==> config.mk <==
export PLATFORM = sky130hd
export DESIGN_NAME = gcr62_track_seq
export DESIGN_NICKNAME = d
export VERILOG_FILES = /design/src/sv/gcr62_pkg.sv /design/src/sv/gcr62_track_seq.sv
export SDC_FILE = /design/constraint.sdc
export NUM_CORES = 1
export LEC_CHECK = 0
export ABC_AREA = 1
export BUFFER_PORTS_ARGS = -buffer_cell sky130_fd_sc_hd__buf_2
export CAP_MARGIN = 20
export CORE_ASPECT_RATIO = 1.2
export CORE_MARGIN = 2
export CORE_UTILIZATION = 59
export DETAILED_ROUTE_END_ITERATION = 7
export GPL_TIMING_DRIVEN = 0
export PLACE_DENSITY = 0.85
export SYNTH_ARGS = -nofsm -noshare
export SYNTH_HDL_FRONTEND = slang
export SYNTH_SLANG_ARGS = --single-unit
export TNS_END_PERCENT = 50
==> constraint.sdc <==
create_clock -name clk_i -period 3.8 [get_ports clk_i]
set_input_delay 0.57 -clock clk_i [delete_from_list [all_inputs] [get_ports clk_i]]
set_output_delay 0.57 -clock clk_i [all_outputs]
set_load 0.01 [all_outputs]
==> src/sv/gcr62_pkg.sv <==
// Shared types, constants and lookup functions of the 6-and-2 GCR track formatter.
// Used by every module of the block; depends on nothing.
package gcr62_pkg;

  localparam int unsigned SECTORS         = 16;
  localparam int unsigned SECTOR_BYTES    = 256;
  localparam int unsigned LEAD_GAP_LEN    = 48;
  localparam int unsigned ADDRESS_GAP_LEN = 6;
  localparam int unsigned SECTOR_GAP_LEN  = 27;

  localparam int unsigned SEC_W   = $clog2(SECTORS);
  localparam int unsigned OFS_W   = $clog2(SECTOR_BYTES);
  localparam int unsigned ADDR_W  = SEC_W + OFS_W;
  localparam int unsigned POS_W   = 14;
  localparam int unsigned FIELD_W = 9;
  localparam int unsigned CFG_IDX_W  = 1;
  localparam int unsigned CFG_DATA_W = 14;

  localparam int unsigned AUX_LEN    = 86;
  localparam int unsigned NIBBLE_LEN = 342;
  localparam int unsigned DATA_OFS   = 14 + ADDRESS_GAP_LEN;
  localparam int unsigned FRAME_LEN  = 363 + ADDRESS_GAP_LEN + SECTOR_GAP_LEN;
  localparam int unsigned BODY_END   = LEAD_GAP_LEN + SECTORS * FRAME_LEN;

  // Byte offsets of the parts of one sector frame.
  localparam logic [FIELD_W-1:0] F_ADDR_FIELD = FIELD_W'(3);
  localparam logic [FIELD_W-1:0] F_ADDR_EPI   = FIELD_W'(11);
  localparam logic [FIELD_W-1:0] F_ADDR_GAP   = FIELD_W'(14);
  localparam logic [FIELD_W-1:0] F_DATA_PRO   = FIELD_W'(DATA_OFS);
  localparam logic [FIELD_W-1:0] F_NIBBLE     = FIELD_W'(DATA_OFS + 3);
  localparam logic [FIELD_W-1:0] F_CHECK      = FIELD_W'(DATA_OFS + 3 + NIBBLE_LEN);
  localparam logic [FIELD_W-1:0] F_DATA_EPI   = FIELD_W'(DATA_OFS + 4 + NIBBLE_LEN);
  localparam logic [FIELD_W-1:0] F_SECTOR_GAP = FIELD_W'(DATA_OFS + 7 + NIBBLE_LEN);
  localparam logic [FIELD_W-1:0] F_LAST       = FIELD_W'(FRAME_LEN - 1);

  localparam logic [POS_W-1:0] P_LEAD_END = POS_W'(LEAD_GAP_LEN);
  localparam logic [POS_W-1:0] P_BODY_END = POS_W'(BODY_END);

  localparam logic [POS_W-1:0] TRACK_LENGTH_RESET  = POS_W'(6400);
  localparam logic [7:0]       VOLUME_NUMBER_RESET = 8'hFE;

  localparam logic [7:0] GAP_BYTE  = 8'hFF;
  localparam logic [7:0] ADDR_MARK = 8'hAA;

  localparam logic [1:0] ACT_LOAD  = 2'd0;
  localparam logic [1:0] ACT_START = 2'd1;
  localparam logic [1:0] ACT_PULL  = 2'd2;

  localparam logic [CFG_IDX_W-1:0] CFG_TRACK_LENGTH  = CFG_IDX_W'(0);
  localparam logic [CFG_IDX_W-1:0] CFG_VOLUME_NUMBER = CFG_IDX_W'(1);

  typedef struct packed {
    logic [1:0]        action;
    logic [ADDR_W-1:0] byte_index;
    logic [7:0]        data_byte;
    logic [7:0]        track_id;
  } in_item_t;

  typedef struct packed {
    logic [7:0] track_byte;
    logic       last_of_track;
  } out_item_t;

  typedef struct packed {
    logic [POS_W-1:0] track_length;
    logic [7:0]       volume_number;
  } cfg_t;

  typedef struct packed {
    logic              we;
    logic [ADDR_W-1:0] waddr;
    logic [7:0]        wdata;
    logic [ADDR_W-1:0] raddr;
  } ram_req_t;

  localparam logic [7:0] GCR_TABLE [64] = '{
    8'h96, 8'h97, 8'h9A, 8'h9B, 8'h9D, 8'h9E, 8'h9F, 8'hA6,
    8'hA7, 8'hAB, 8'hAC, 8'hAD, 8'hAE, 8'hAF, 8'hB2, 8'hB3,
    8'hB4, 8'hB5, 8'hB6, 8'hB7, 8'hB9, 8'hBA, 8'hBB, 8'hBC,
    8'hBD, 8'hBE, 8'hBF, 8'hCB, 8'hCD, 8'hCE, 8'hCF, 8'hD3,
    8'hD6, 8'hD7, 8'hD9, 8'hDA, 8'hDB, 8'hDC, 8'hDD, 8'hDE,
    8'hDF, 8'hE5, 8'hE6, 8'hE7, 8'hE9, 8'hEA, 8'hEB, 8'hEC,
    8'hED, 8'hEE, 8'hEF, 8'hF2, 8'hF3, 8'hF4, 8'hF5, 8'hF6,
    8'hF7, 8'hF9, 8'hFA, 8'hFB, 8'hFC, 8'hFD, 8'hFE, 8'hFF
  };

  localparam logic [7:0] SKEW_TABLE [16] = '{
    8'h00, 8'h0D, 8'h0B, 8'h09, 8'h07, 8'h05, 8'h03, 8'h01,
    8'h0E, 8'h0C, 8'h0A, 8'h08, 8'h06, 8'h04, 8'h02, 8'h0F
  };

  function automatic logic [1:0] swap2(input logic [1:0] b);
    return {b[0], b[1]};
  endfunction

  function automatic logic [7:0] addr_pro_byte(input logic [1:0] idx);
    logic [7:0] b;
    case (idx)
      2'd0:    b = 8'hD5;
      2'd1:    b = 8'hAA;
      default: b = 8'h96;
    endcase
    return b;
  endfunction

  function automatic logic [7:0] data_pro_byte(input logic [1:0] idx);
    logic [7:0] b;
    case (idx)
      2'd0:    b = 8'hD5;
      2'd1:    b = 8'hAA;
      default: b = 8'hAD;
    endcase
    return b;
  endfunction

  function automatic logic [7:0] epilogue_byte(input logic [1:0] idx);
    logic [7:0] b;
    case (idx)
      2'd0:    b = 8'hDE;
      2'd1:    b = 8'hAA;
      default: b = 8'hEB;
    endcase
    return b;
  endfunction

endpackage

==> src/sv/gcr62_track_seq.sv <==
// Track sequencer: decodes input beats, walks the track layout and builds each disk byte,
// reading the sector buffer for the 6-and-2 data field. Depends on gcr62_pkg.
module gcr62_track_seq import gcr62_pkg::*; (
  input  logic       clk_i,
  input  logic       rst_ni,
  input  logic       in_valid_i,
  output logic       in_ready_o,
  input  in_item_t   in_data_i,
  input  cfg_t       cfg_i,
  output ram_req_t   ram_req_o,
  input  logic [7:0] ram_rdata_i,
  output logic       res_valid_o,
  input  logic       res_ready_i,
  output out_item_t  res_o
);

  typedef enum logic [2:0] {S_IDLE, S_RD_A, S_RD_B, S_RD_C, S_EMIT} state_e;

  state_e             state_q;
  logic               active_q;
  logic [POS_W-1:0]   pos_q;
  logic [SEC_W-1:0]   sector_q;
  logic [FIELD_W-1:0] field_q;
  logic [5:0]         prev_q;
  logic [7:0]         track_q;
  logic [SEC_W-1:0]   rd_sec_q;
  logic [OFS_W-1:0]   rd_idx_q;
  logic               rd_aux_q;
  logic               rd_first_q;
  logic [3:0]         v_lo_q;
  out_item_t          res_q;

  logic               in_body;
  logic               pull_ok;
  logic               last_now;
  logic               need_read;
  logic               aux_now;
  logic [FIELD_W-1:0] f_addr;
  logic [FIELD_W-1:0] f_aepi;
  logic [FIELD_W-1:0] f_dpro;
  logic [FIELD_W-1:0] f_depi;
  logic [FIELD_W-1:0] d_now;
  logic [FIELD_W-1:0] d_hi;
  logic [OFS_W-1:0]   i_now;
  logic [7:0]         addr_field;
  logic [7:0]         direct_byte;
  logic [5:0]         v_full;
  logic [5:0]         prev_eff;
  logic [7:0]         nib_byte;

  assign in_ready_o = (state_q == S_IDLE);

  assign in_body  = (pos_q >= P_LEAD_END) && (pos_q < P_BODY_END);
  assign pull_ok  = active_q && (pos_q < cfg_i.track_length);
  assign last_now = ({1'b0, pos_q} + (POS_W + 1)'(1)) >= {1'b0, cfg_i.track_length};

  assign f_addr = field_q - F_ADDR_FIELD;
  assign f_aepi = field_q - F_ADDR_EPI;
  assign f_dpro = field_q - F_DATA_PRO;
  assign f_depi = field_q - F_DATA_EPI;
  assign d_now  = field_q - F_NIBBLE;
  assign d_hi   = d_now - FIELD_W'(AUX_LEN);

  assign need_read = in_body && (field_q >= F_NIBBLE) && (field_q < F_CHECK);
  assign aux_now   = (d_now < FIELD_W'(AUX_LEN));
  assign i_now     = aux_now ? d_now[OFS_W-1:0] : d_hi[OFS_W-1:0];

  // Address field: volume, track, skewed sector, check, each as odd then even bits.
  always_comb begin
    case (f_addr[2:1])
      2'd0:    addr_field = cfg_i.volume_number;
      2'd1:    addr_field = track_q;
      2'd2:    addr_field = SKEW_TABLE[sector_q];
      default: addr_field = cfg_i.volume_number ^ track_q ^ SKEW_TABLE[sector_q];
    endcase
    if (!f_addr[0]) begin
      addr_field = addr_field >> 1;
    end
    addr_field = addr_field | ADDR_MARK;
  end

  always_comb begin
    direct_byte = GAP_BYTE;
    if (in_body) begin
      if (field_q < F_ADDR_FIELD) begin
        direct_byte = addr_pro_byte(field_q[1:0]);
      end else if (field_q < F_ADDR_EPI) begin
        direct_byte = addr_field;
      end else if (field_q < F_ADDR_GAP) begin
        direct_byte = epilogue_byte(f_aepi[1:0]);
      end else if (field_q < F_DATA_PRO) begin
        direct_byte = GAP_BYTE;
      end else if (field_q < F_NIBBLE) begin
        direct_byte = data_pro_byte(f_dpro[1:0]);
      end else if (field_q < F_CHECK) begin
        direct_byte = GAP_BYTE;
      end else if (field_q < F_DATA_EPI) begin
        direct_byte = GCR_TABLE[prev_q];
      end else if (field_q < F_SECTOR_GAP) begin
        direct_byte = epilogue_byte(f_depi[1:0]);
      end
    end
  end

  // Auxiliary values gather three bit pairs; the rest are the top six bits of one byte.
  assign v_full   = rd_aux_q ? {swap2(ram_rdata_i[1:0]), v_lo_q} : ram_rdata_i[7:2];
  assign prev_eff = rd_first_q ? 6'd0 : prev_q;
  assign nib_byte = GCR_TABLE[v_full ^ prev_eff];

  always_comb begin
    ram_req_o.we    = in_valid_i && (state_q == S_IDLE) && (in_data_i.action == ACT_LOAD);
    ram_req_o.waddr = in_data_i.byte_index;
    ram_req_o.wdata = in_data_i.data_byte;
    case (state_q)
      S_RD_A:  ram_req_o.raddr = {rd_sec_q, rd_idx_q + OFS_W'(AUX_LEN)};
      S_RD_B:  ram_req_o.raddr = {rd_sec_q, rd_idx_q + OFS_W'(2 * AUX_LEN)};
      default: ram_req_o.raddr = {sector_q, i_now};
    endcase
  end

  always_ff @(posedge clk_i or negedge rst_ni) begin
    if (!rst_ni) begin
      state_q    <= S_IDLE;
      active_q   <= 1'b0;
      pos_q      <= '0;
      sector_q   <= '0;
      field_q    <= '0;
      prev_q     <= '0;
      track_q    <= '0;
      rd_sec_q   <= '0;
      rd_idx_q   <= '0;
      rd_aux_q   <= 1'b0;
      rd_first_q <= 1'b0;
      v_lo_q     <= '0;
      res_q      <= '0;
    end else begin
      case (state_q)
        S_IDLE: begin
          if (in_valid_i) begin
            case (in_data_i.action)
              ACT_START: begin
                track_q  <= in_data_i.track_id;
                pos_q    <= '0;
                sector_q <= '0;
                field_q  <= '0;
                prev_q   <= '0;
                active_q <= 1'b1;
              end
              ACT_PULL: begin
                if (!pull_ok) begin
                  active_q <= 1'b0;
                end else begin
                  pos_q <= pos_q + POS_W'(1);
                  if (in_body) begin
                    if (field_q == F_LAST) begin
                      field_q  <= '0;
                      sector_q <= sector_q + SEC_W'(1);
                    end else begin
                      field_q <= field_q + FIELD_W'(1);
                    end
                  end
                  res_q.last_of_track <= last_now;
                  if (last_now) begin
                    active_q <= 1'b0;
                  end
                  if (need_read) begin
                    rd_sec_q   <= sector_q;
                    rd_idx_q   <= i_now;
                    rd_aux_q   <= aux_now;
                    rd_first_q <= (d_now == '0);
                    state_q    <= S_RD_A;
                  end else begin
                    res_q.track_byte <= direct_byte;
                    state_q          <= S_EMIT;
                  end
                end
              end
              default: begin
              end
            endcase
          end
        end
        S_RD_A: begin
          if (rd_aux_q) begin
            v_lo_q[1:0] <= swap2(ram_rdata_i[1:0]);
            state_q     <= S_RD_B;
          end else begin
            prev_q           <= v_full;
            res_q.track_byte <= nib_byte;
            state_q          <= S_EMIT;
          end
        end
        S_RD_B: begin
          v_lo_q[3:2] <= swap2(ram_rdata_i[1:0]);
          state_q     <= S_RD_C;
        end
        S_RD_C: begin
          prev_q           <= v_full;
          res_q.track_byte <= nib_byte;
          state_q          <= S_EMIT;
        end
        S_EMIT: begin
          if (res_ready_i) begin
            state_q <= S_IDLE;
          end
        end
        default: state_q <= S_IDLE;
      endcase
    end
  end

  assign res_valid_o = (state_q == S_EMIT);
  assign res_o       = res_q;

endmodule

# ---- After elaboration in Yosys (flattened, before gate mapping)
# Memory sizes are Yosys's and may differ from the RTL's.
# Cells that the tools add are included.
dict set report totals {
  wordCells 159
  in_bits 64
  output_inout_bits 44
  regBits 72
  n_memories 3
  romBits 1152
}
# memory words word_bits read_ports rd_ports_with_merged_regs wr line
set mem_list {}
lappend mem_list {{(no name shown)} 64 8 1 0 0 gcr62_track_seq.sv:108} ;# assign nib_byte = GCR_TABLE[v_full ^ prev_eff];
lappend mem_list {{(no name shown)} 64 8 1 0 0 gcr62_track_seq.sv:98} ;# direct_byte = GCR_TABLE[prev_q];
lappend mem_list {{(no name shown)} 16 8 1 0 0 gcr62_track_seq.sv:74} ;# default: addr_field = cfg_i.volume_number ^ track_q ^ SKEW_TABLE[sector_q];
dict set report op_classes {
  mux 55
  bitwise_logic 6
  order_cmp 17
  addsub 12
  n_reduce_logical 27
  n_eq_ne 24
}
# cell n
set op_table {}
lappend op_table {{8-bit two-way mux} 17}
lappend op_table {{7-bit case mux with 2 select lines} 4}
lappend op_table {{9-bit two-way mux} 6}
lappend op_table {{8-bit case mux with 3 select lines} 2}
lappend op_table {{6-bit two-way mux} 5}
lappend op_table {{14-bit case mux with 2 select lines} 1}
lappend op_table {{9-bit less-than comparator, second input constant} 3}
lappend op_table {{12-bit case mux with 2 select lines} 1}
lappend op_table {{4-bit AND reduction} 5}
lappend op_table {{9-bit by 4-bit less-than comparator with 1-bit output, second input constant} 2}
lappend op_table {{9-bit by 5-bit less-than comparator with 1-bit output, second input constant} 2}
lappend op_table {{3-bit two-way mux} 6}
lappend op_table {{6-bit case mux with 3 select lines} 1}
lappend op_table {{9-bit case mux with 2 select lines} 1}
lappend op_table {{8-bit bitwise XOR} 2}
lappend op_table {{14-bit by 1-bit adder with 15-bit output, second input constant} 1}
lappend op_table {{15-bit by 14-bit greater-or-equal comparator with 1-bit output} 1}
lappend op_table {{3-bit case mux with 5 select lines} 1}
lappend op_table {{14-bit by 1-bit adder with 14-bit output, second input constant} 1}
lappend op_table {{14-bit by 6-bit greater-or-equal comparator with 1-bit output, second input constant} 1}
lappend op_table {{7-bit greater-or-equal comparator, second input constant} 2}
lappend op_table {{14-bit by 13-bit less-than comparator with 1-bit output, second input constant} 1}
lappend op_table {{14-bit less-than comparator} 1}
lappend op_table {{14-bit two-way mux} 1}
lappend op_table {{40 further kinds} 73}

# ---- Logic depth before layout (Yosys ltp)
# Gate-level depths: netlist of run 1.
dict set report depth {
  depth_word 17
  mapped_depth 19
  ltp_nobuf 19
}

# ---- Worst setup path before layout of run 1
# No wires, ideal clock.
dict set report synth_timing {
  path_type {register to output}
  startpoint {register field_q[0]}
  endpoint {output port ram_req_o[6] (netlist name)}
  required_time_ns 3.230
  setup_slack_ns 0.845
  path_buffers 1
  path_stages_with_launch 12
  arrival_ns 2.385
  cell_sequence {dfrtp_1 > buf_1 > inv_1 > ha_1 > clkinv_1 > nor2_4 > nand3_1 > o211ai_1 > nand2_1 > xnor2_1 > nand2_1 > o211ai_1}
}
# element line
set synth_rtl {}
lappend synth_rtl {{start: declaration} gcr62_track_seq.sv:23} ;# logic [FIELD_W-1:0] field_q;
lappend synth_rtl {{start signal: assignment} gcr62_track_seq.sv:159} ;# field_q <= field_q + FIELD_W'(1);
lappend synth_rtl {{end: declaration} gcr62_track_seq.sv:10} ;# output ram_req_t ram_req_o,

==> impl_metrics.csv, run 1 <==
group,metric,value,unit
run_status,status,"completed",
timing,skew,5.08,ps
synthesis,yosysTopAreaCell,"dfrtp_1",
route,drc,0,
power_and_ir_drop,power,3.86,mW
timing,fin_crit,3620,ps
worst_setup_path,crit_arrival,3050,ps
cts,clock_path_buffers,2,
synthesis,ys.warnings.count,0,
route,via_count,7744,
worst_setup_path,crit_fanout,10,
synthesis,synthesis.nets,1262,
die,ioPinCount,108,
route,drt_iter0_drc,687,
synthesis,avgSynthCellArea,6.64,um2
finish,num-fill-cells,1120,
cts,cts.clk_slew.worst_paths,60,ps
cts,cts_tree,"yes",
power_and_ir_drop,p_leak,4.51,nW
synthesis,synth-xor-area-share,0.0496,
timing,max_slew_margin,0.646,
synthesis,synth_cell_types,53,
finish,nNetsFinal,1361,
worst_setup_path,cp_data_required_time,3230,ps
synthesis,synth_top_family_by_area,"simple AND/OR/NAND/NOR gates",
cts,cts_root_buffer,"clkbuf_16",
grt,grt_max_degree,47,
timing,timing.final.ws_setup,177,ps
placed_design,gp_congestion,0.956,
synthesis,synth_area_leaders,"dfrtp_1 (24%), nand2_1 (16%), ha_1 (11%)",
cts,cts_hold_buf,0,
placed_design,postPlaceCellArea,0.00818,mm2
die,dieArea,0.0137,mm2
timing,setup_viol,0,
grt,globalRouteTotalUtil,0.300,
synthesis,synth.top_cell.area_share,0.240,
route,viasPerCell,5.53,
finish,area_delta_synth_final,13.6,%
worst_setup_path,critPathKind,"reg2out",
die,rows,45,
route,postRouteAntennaNets,0,
timing,min_period_over_period,0.953,
timing,rsz0062_at_grt,"no",
route,avgRoutedWirePerCell,14.1,um
cts,clk_latency,350,ps
cts,cts.sinks,72,
finish,drive_gt1_frac,0.180,
die,chipWidth,107,um
synthesis,yosysMostFrequentCell,"nand2_1",
finish,multi_input_area,0.00486,mm2
finish,diodes,0,
synthesis,synthAdderAreaFrac,0.110,
placed_design,pre_cts_ws,-185,ps
cts,cts_buffers,9,
synthesis,synthMuxAreaShare,0.0120,
cts,cts_setup_buffers,0,
synthesis,synth_commonest_cells,"nand2_1 (311), inv_1 (139), nor2_1 (103)",
hold_path,hp-class,"in2async",
synthesis,async_flop_share,1.00,
worst_setup_path,reg2regPathDepth,19,
synthesis,synthFlopType,"dfrtp_1",
cts,h-tree-depth,3,
synthesis,synth-seq-cells,72,
finish,final_area,0.00853,mm2
route,firstDrtPassIters,6,
power_and_ir_drop,irDropWorstVdd,0.265,mV
synthesis,synthesis.instances,1132,
grt,gr-total-overflow,0,
flow_run,cap_violations,0,
grt,grt_pass1_vias,7305,
grt,antenna_found_initial,0,
synthesis,yosysSeqAreaShare,0.240,
worst_setup_path,cp-start-kind,"register",
synthesis,netlist_area,0.00751,mm2
timing,timing.fmax,276,MHz
die,die_y,128,um
die,core-area,0.0126,mm2
timing,worstMarginPinSlew,530,ps
worst_setup_path,r2r_slack,690,ps
synthesis,synth-compound-area-share,0.152,
timing,finalHoldViolations,0,
placed_design,io_buffer_count,87,
grt,grt_pass1_wl,33200,um
finish,final-seq-area,0.00180,mm2
die,start_util,0.598,
synthesis,synth_edf_count,0,
route,wl,19800,um
placed_design,hpwl,15500,um
timing,slew_violations,0,
synthesis,synth-simple-area-share,0.321,
power_and_ir_drop,p_per_area,453,mW/mm2
worst_setup_path,worstSetupEndpointType,"output pin",
[flip-flops by register name, indices dropped and copies added, names as in the netlist]
register    cells
prev_q          6
rd_sec_q        4
v_lo_q          4
active_q        1
rd_first_q      1
rd_aux_q        1
field_q         9
track_q         8
sector_q        4
state_q         3
pos_q          14
res_o           9
rd_idx_q        8
[layer usage]
layer	global-route usage	part of all wire	up-vias
met5	0	0	-
met4	0.131	0.032	0
met3	0.0342	0.057	53
met2	0.535	0.50	297
met1	0.364	0.41	3533
li1	-	-	3861
[cells by family (layout without fill, tap and decap cells)]
logic type / count (synthesis) / in the layout
buf+inv: 197 / 301
xor+xnor: 34 / 34
compound gates: 199 / 199
simple gates: 556 / 556
flops: 72 / 72
mux: 8 / 8
fa+ha+maj: 66 / 66
[critical path, stage by stage (launching register included)]
cell      delay [ps]
dfrtp_2          460
clkbuf_4         220
inv_1            280
ha_4             300
ha_1             210
o21ai_1          190
nand2_1          120
nand2_2          130
nand2_4          100
o21ai_2           80
xor2_1           290
nand2_1           80
nand3_1           80
buf_2            130
[cells in the final DEF, fill, tap and decap left out, types with 4 or more instances in the layout]
master,instances
nand2_1,311
inv_1,139
nor2_1,103
buf_2,96
o21ai_0,75
nand3_1,72
dfrtp_1,70
ha_1,65
a21oi_1,58
buf_4,25
xor2_1,21
o22ai_1,17
nand4_1,16
nand2_2,13
o21ai_1,12
o211ai_1,12
inv_2,10
o21ai_2,9
clkbuf_16,9
or2_2,8
nor3_1,8
mux2_2,8
nor2_4,7
clkbuf_1,7
xnor2_1,6
nor2_2,4
[final timing paths]
| path | end | startpoint |
|---|---|---|
| min in group clk_i | track_q[6] | in_data_i[6] |
| worst max register to register | active_q | pos_q[5] |
| max in group asynchronous | pos_q[11] | rst_ni |
| worst min register to register | res_o[8] | res_o[8] |
| worst max-delay path | ram_req_o[4] | field_q[0] |
| worst min-delay path | res_o[3] | rst_ni |
[power by group]
part | total (mW) | internal (mW) | switching [mW]
clock network | 0.959 | 0.595 | 0.363
registers | 1.11 | 0.944 | 0.162
logic | 1.80 | 0.674 | 1.12
[area by class of cell]
type | instances | area share
sequential | 72 | 0.211
clock buffer | 10 | 0.0280
buffer | 45 | 0.0349
multi-input combinational | 863 | 0.569
inverter | 152 | 0.0673
timing repair buffer | 88 | 0.0545
clock inverter | 6 | 0.0106
tap | 164 | 0.0240
[what timing repair did]
| item | 4_1_cts | 5_1_grt |
|---|---|---|
| endpoints found under the setup margin | 7 | 4 |
| cloned | 0 | 0 |
| gates resized for setup | 4 | 3 |
| endpoints found under the hold margin | 0 | 0 |
[metrics by stage]
step / TNS (ps) / hold WS, ps / util / cells
3_3_place_gp: -140 / 454 / 0.649 / 1383
6_report: 0 / 147 / 0.680 / 1400
4_1_cts: 0 / 163 / 0.679 / 1400
2_1_floorplan: 0 / 274 / - / 1132
5_1_grt: 0 / 188 / 0.680 / 1400
3_5_place_dp: -185 / 456 / 0.652 / 1384
Power figures use the tool's default switching activity.
==> run 2: changes to the inputs <==
--- a/config.mk
+++ b/config.mk
@@ -9,7 +9,6 @@
 export BUFFER_PORTS_ARGS = -buffer_cell sky130_fd_sc_hd__buf_2
 export CAP_MARGIN = 20
 export CORE_ASPECT_RATIO = 1.2
-export CORE_MARGIN = 2
 export CORE_UTILIZATION = 59
 export DETAILED_ROUTE_END_ITERATION = 7
 export GPL_TIMING_DRIVEN = 0
==> run 2 against run 1 <==
Against the previous run:
- cell area is 0.43% lower
- fmax rose by 0.75%
- via count fell by 0.50%
- total power shrank 2.6%
- sequential power about the same
- combinational power about the same
- non-clock buffer count stayed put
- global-route usage rose by 0.25 points
- clock power down 9.6%
- first-iteration DRC count down 22%
- worst setup slack gained 27 ps
==> impl_metrics.csv, run 2 (synthesis gave the netlist of run 1 again) <==
group,metric,value,unit
flow_run,cap_violations,0,
cts,cts.clk_slew.worst_paths,60,ps
placed_design,hpwl,15200,um
timing,max_slew_margin,0.664,
timing,timing.fmax,278,MHz
timing,slew_violations,0,
power_and_ir_drop,irDropWorstVdd,0.285,mV
timing,worstMarginPinSlew,504,ps
cts,cts_buffers,9,
worst_setup_path,critPathLaunch,"field_q[0]",
route,avgRoutedWirePerCell,13.9,um
die,start_util,0.612,
finish,nNetsFinal,1361,
grt,grt_pass1_wl,32600,um
worst_setup_path,r2r_slack,670,ps
timing,rsz0062_at_grt,"no",
timing,min_period_over_period,0.946,
placed_design,gp_congestion,0.926,
cts,cts_setup_buffers,0,
cts,cts_tree,"yes",
cts,clk_latency,340,ps
cts,cts.sinks,72,
worst_setup_path,crit_arrival,3030,ps
power_and_ir_drop,p_sw_frac,0.431,
route,firstDrtPassIters,5,
route,viasPerCell,5.52,
finish,layout_commonest_cell,"nand2_1",
power_and_ir_drop,clock_power_share,0.231,
worst_setup_path,r2r_end,"active_q",
die,rows,44,
hold_path,hp-class,"in2async",
grt,grt_pass1_vias,7106,
finish,diodes,0,
worst_setup_path,worstSetupEndpointType,"output pin",
timing,fin_crit,3600,ps
power_and_ir_drop,power,3.76,mW
power_and_ir_drop,p_per_area,443,mW/mm2
worst_setup_path,critPathKind,"reg2out",
finish,drive_gt1_frac,0.179,
grt,grt_max_degree,45,
worst_setup_path,worstReg2RegStart,"pos_q[4]",
worst_setup_path,cp-start-kind,"register",
power_and_ir_drop,comb_power_share,0.473,
timing,finalHoldViolations,0,
power_and_ir_drop,p_leak,4.50,nW
grt,gr-total-overflow,0,
die,ioPinCount,108,
finish,area_delta_synth_final,13.1,%
power_and_ir_drop,seqPwrFrac,0.296,
worst_setup_path,cp_data_required_time,3230,ps
power_and_ir_drop,p_sw,1.62,mW
finish,final_cell_mix,"nand2_1 (311), inv_1 (139), nor2_1 (103)",
power_and_ir_drop,intPower,2.14,mW
route,drc,0,
route,postRouteAntennaNets,0,
route,drt_iter0_drc,533,
finish,largest_register_ffs,14,
placed_design,pre_cts_ws,-137,ps
worst_setup_path,crit_fanout,10,
grt,antenna_found_initial,0,
cts,clock_path_buffers,2,
cts,h-tree-depth,3,
worst_setup_path,reg2regPathDepth,19,
timing,setup_viol,0,
placed_design,io_buffer_count,87,
run_status,status,"completed",
route,via_count,7705,
die,die_y,126,um
die,dieArea,0.0132,mm2
finish,largest_register,"pos_q",
grt,globalRouteTotalUtil,0.303,
route,wl,19500,um
cts,cts_root_buffer,"clkbuf_16",
timing,hold_slack,157,ps
die,chipWidth,105,um
timing,timing.final.ws_setup,204,ps
die,core-area,0.0123,mm2
finish,num-fill-cells,1123,
timing,skew,7.01,ps
==> run 2: cell types whose count changed in the layout (fill, tap and decap cells not counted), sizes merged <==
cell,change
bufinv,-1
buf,+1
inv,-1
clkinv,+1
==> run 2: worst max-delay path, stage by stage (launching register included) <==
cell	delay, ps
dfrtp_2	430
buf_2	260
inv_1	230
ha_4	400
clkinv_2	200
nor2_4	270
nand3_1	110
o211ai_1	100
nand2_1	90
xnor2_1	230
nand2_1	80
o211ai_1	120
buf_2	170
==> run 2: worst max path at each step <==
stage | endpoint | slack (ps) | depth (start not counted)
detailed placement | ram_req_o[6] | -140 | 12
CTS | ram_req_o[6] | 40 | 12
finish | ram_req_o[6] | 200 | 12
global placement | ram_req_o[6] | -130 | 12
floorplan | ram_req_o[6] | 840 | 11
global route | ram_req_o[6] | 40 | 12
==> run 2: stage by stage <==
stage	cell area, um2	TNS (ps)	cells	utilization
2_1_floorplan	7510	0	1132	-
3_3_place_gp	8150	-134	1380	0.664
3_5_place_dp	8180	-137	1381	0.666
4_1_cts	8480	0	1397	0.691
5_1_grt	8500	0	1397	0.692
6_report	8500	0	1397	0.692
==> run 2: final cells by class <==
cell class                      instances  area (um2)  share of cell area
Multi-Input combinational cell        863        4860               0.572
Sequential cell                        72        1800               0.212
Inverter                              152         574              0.0676
Timing Repair Buffer                   88         465              0.0548
Buffer                                 45         295              0.0348
Clock buffer                           11         243              0.0286
Tap cell                              161         201              0.0237
Clock inverter                          5        56.3             0.00663
==> run 2: timing repair <==
action,in CTS,in global routing
hold buffers,0,0
endpoints found under the setup margin,7,7
gates resized for setup,3,3
pin swaps,0,0
==> run 2: power by group through the flow <==
| stage | sequential [mW] | clock (mW) | combinational [mW] |
|---|---|---|---|
| finish | 1.12 | 0.867 | 1.78 |
| global route | 1.14 | 0.903 | 2.00 |
| CTS | 1.11 | 0.869 | 1.75 |
| detailed placement | 1.12 | 0 | 1.73 |
| global placement | 1.11 | 0 | 1.68 |
| floorplan | 1.10 | 0 | 1.24 |
==> run 2: layer usage <==
metal  vias up  GRT usage  wire length [um]
li1       3860          -                 -
met1      3515      0.374              8080
met2       272      0.526              9650
met3        58     0.0414              1010
met4         0      0.137               715
met5         -          0                 0
==> run 3: changes to the inputs <==
--- a/config.mk
+++ b/config.mk
@@ -5,14 +5,13 @@
 export SDC_FILE = /design/constraint.sdc
 export NUM_CORES = 1
 export LEC_CHECK = 0
-export ABC_AREA = 1
 export BUFFER_PORTS_ARGS = -buffer_cell sky130_fd_sc_hd__buf_2
 export CAP_MARGIN = 20
 export CORE_ASPECT_RATIO = 1.2
-export CORE_UTILIZATION = 59
+export CORE_UTILIZATION = 54
 export DETAILED_ROUTE_END_ITERATION = 7
 export GPL_TIMING_DRIVEN = 0
-export PLACE_DENSITY = 0.85
+export PLACE_DENSITY = 0.82
 export SYNTH_ARGS = -nofsm -noshare
 export SYNTH_HDL_FRONTEND = slang
 export SYNTH_SLANG_ARGS = --single-unit
==> constraint.sdc (replaced) <==
create_clock -name clk_i -period 3.2 [get_ports clk_i]
set_input_delay 0.48 -clock clk_i [delete_from_list [all_inputs] [get_ports clk_i]]
set_output_delay 0.48 -clock clk_i [all_outputs]
set_load 0.01 [all_outputs]
==> run 3 against run 2 <==
Against the previous run:
- the run now ends with setup timing left
- via count decreased by 1.9%
- synthesized cell count decreased by 20%
- cell area increased by 5.1%
- sequential cell count unchanged
- critical endpoint unchanged
- highest routed layer unchanged
==> impl_metrics.csv, run 3 <==
group,metric,value,unit
synthesis,ys.warnings.count,0,
worst_setup_path,cp_data_required_time,2720,ps
run_status,status,"finished with violations",
cts,cts.sinks,72,
synthesis,synthesis.instances,900,
synthesis,synth_area_leaders,"dfrtp_1 (24%), ha_1 (11%), o21ai_0 (4.7%)",
synthesis,synthAdderAreaFrac,0.110,
worst_setup_path,reg2regPathDepth,12,
placed_design,gp_congestion,0.915,
route,wl,21800,um
synthesis,synth-xor-area-share,0.0577,
cts,cts_root_buffer,"clkbuf_16",
timing,timing.fmax,310,MHz
synthesis,synth.top_cell.area_share,0.241,
route,drc,0,
synthesis,avgSynthCellArea,8.31,um2
finish,final_area,0.00893,mm2
placed_design,postPlaceCellArea,0.00816,mm2
finish,num-fill-cells,1088,
cts,h-tree-depth,3,
grt,grt_pass1_vias,6991,
finish,layout_commonest_cell,"buf_2",
die,core-area,0.0134,mm2
synthesis,synth_cell_types,84,
synthesis,synthesis.nets,1030,
die,die_y,131,um
die,start_util,0.560,
grt,grt.met1_usage,0.349,
cts,cts_hold_buf,0,
synthesis,synth_top_family_by_area,"compound AO/OA/AOI/OAI gates",
die,chipWidth,109,um
timing,setup_viol,1,
timing,slew_violations,0,
placed_design,io_buffer_count,87,
finish,area_delta_synth_final,19.5,%
power_and_ir_drop,p_per_area,353,mW/mm2
grt,grt_max_degree,46,
grt,met3_usage,0.0362,
flow_run,cap_violations,0,
grt,globalRouteTotalUtil,0.299,
route,avgRoutedWirePerCell,18.4,um
finish,largest_register,"pos_q",
worst_setup_path,r2r_end,"res_o[0]",
run_status,violations,"setup timing",
finish,final-seq-area,0.00181,mm2
cts,clock_path_buffers,2,
power_and_ir_drop,power,3.15,mW
grt,grt.busiest_layer,"met2",
synthesis,synthMuxAreaShare,0.0741,
timing,timing.final.ws_setup,-21.7,ps
finish,drive_gt1_frac,0.256,
worst_setup_path,worstSetupEndpointType,"output pin",
placed_design,pre_cts_ws,-594,ps
timing,min_period_over_period,1.01,
finish,diodes,0,
finish,largest_register_ffs,14,
worst_setup_path,crit_fanout,10,
timing,worstMarginPinSlew,1020,ps
cts,cts.clk_slew.worst_paths,60,ps
synthesis,synth-simple-area-share,0.192,
power_and_ir_drop,p_leak,3.97,nW
timing,rsz0062_at_grt,"yes",
grt,gr-total-overflow,0,
synthesis,synthFlopType,"dfrtp_1",
finish,multi_input_area,0.00540,mm2
die,dieArea,0.0143,mm2
synthesis,async_flop_share,1.00,
synthesis,synth-compound-area-share,0.251,
timing,fin_crit,3220,ps
synthesis,yosysMostFrequentCell,"dfrtp_1",
timing,finalHoldViolations,0,
worst_setup_path,cp-start-kind,"register",
timing,hold_slack,71.8,ps
die,rows,46,
cts,cts_tree,"yes",
grt,grt_pass1_wl,33500,um
synthesis,synth_commonest_cells,"dfrtp_1 (72), o21ai_0 (70), nand2_1 (67)",
finish,fin_cells,1187,
synthesis,yosysSeqAreaShare,0.241,
placed_design,place_inst,1157,
worst_setup_path,worstReg2RegStart,"pos_q[4]",
placed_design,hpwl,16100,um
route,postRouteAntennaNets,0,
worst_setup_path,crit_arrival,2740,ps
route,firstDrtPassIters,6,
timing,max_slew_margin,0.314,
synthesis,yosysTopAreaCell,"dfrtp_1",
cts,cts_buffers,9,
worst_setup_path,critPathKind,"reg2out",
synthesis,synth-seq-cells,72,
hold_path,hp-class,"in2async",
grt,antenna_found_initial,0,
route,via_count,7555,
cts,clk_latency,340,ps
finish,final_cell_mix,"buf_2 (92), o21ai_0 (69), nand2_1 (67)",
worst_setup_path,r2r_slack,110,ps
synthesis,synth_edf_count,0,
grt,grtUsageMet2,0.540,
die,ioPinCount,108,
power_and_ir_drop,irDropWorstVdd,0.242,mV
timing,skew,7.42,ps
route,drt_iter0_drc,846,
synthesis,netlist_area,0.00748,mm2
route,viasPerCell,6.36,
finish,nNetsFinal,1144,
==> run 3: cell count changes after synthesis, moves of 12 or more <==
cell      previous run  this run
nand2_1            311        67
inv_1              139        48
nand3_1             72        26
nor2_1             103        61
clkbuf_1             7        32
nor2b_1              0        22
xnor2_1              6        27
nand2b_1             1        21
a211oi_1             1        15
o31ai_1              0        14
a31oi_1              3        16
nand2_2             13         0
a21oi_1             58        46
==> run 3: cells by family (layout without fill, tap and decap cells) <==
logic type                 after synthesis  in the layout
AOI/OAI and AO/OA                      276            276
xor gates and xnor gates                45             45
adders and majority gates               66             66
buffers and inverters                  117            236
DFF                                     72             72
muxes                                   45             45
and+or+nand+nor                        279            279
==> run 3: how the worst max path moves through the flow <==
stage	cells past startpoint	endpoint	from	slack, ps
global route	9	ram_req_o[6]	field_q[0]	-100
finish	11	ram_req_o[6]	field_q[0]	-20
detailed placement	11	ram_req_o[6]	field_q[0]	-590
floorplan	12	res_o[0]	pos_q[0]	190
CTS	9	ram_req_o[2]	field_q[2]	-30
global placement	11	ram_req_o[6]	field_q[0]	-600
==> run 3: repair_timing <==
item                                    4_1_cts  5_1_grt
endpoints found under the setup margin       14       11
resized for setup                            34       45
buffers inserted                              9        6
pin swaps                                     6        7
==> run 3: report_power, final <==
part / switching [mW] / total (mW) / internal, mW
logic: 0.543 / 0.973 / 0.430
registers: 0.0788 / 1.07 / 0.992
clock network: 0.422 / 1.11 / 0.684
==> run 3: final cells by class <==
type	instances	area share
buffer	65	0.0450
clock buffer	9	0.0252
clock inverter	7	0.0106
inverter	51	0.0223
multi-input combinational	711	0.605
sequential	72	0.203
tap	168	0.0235
timing repair buffer	104	0.0653
==> run 3: stage by stage <==
stage	setup TNS [ps]	util
after floorplan	0	-
after global placement	-3840	0.608
after detailed placement	-4150	0.611
after CTS	-81.2	0.650
after global routing	-400	0.669
final	-21.7	0.669
==> run 3: worst max-delay path, stage by stage, from the launching register on <==
cell        delay [ps]
dfrtp_2            420
clkbuf_8           190
clkinvlp_4         130
ha_4               250
buf_4              180
buf_8              160
a21o_1             180
a21oi_1            210
a21oi_2             70
xor2_1             180
a221o_1            300
buf_2              140
==> run 3: per-layer routing <==
layer / share of wire / wire length, um
met1: 0.39 / 8460
met2: 0.51 / 11100
met3: 0.061 / 1330
met4: 0.041 / 898
met5: 0 / 0
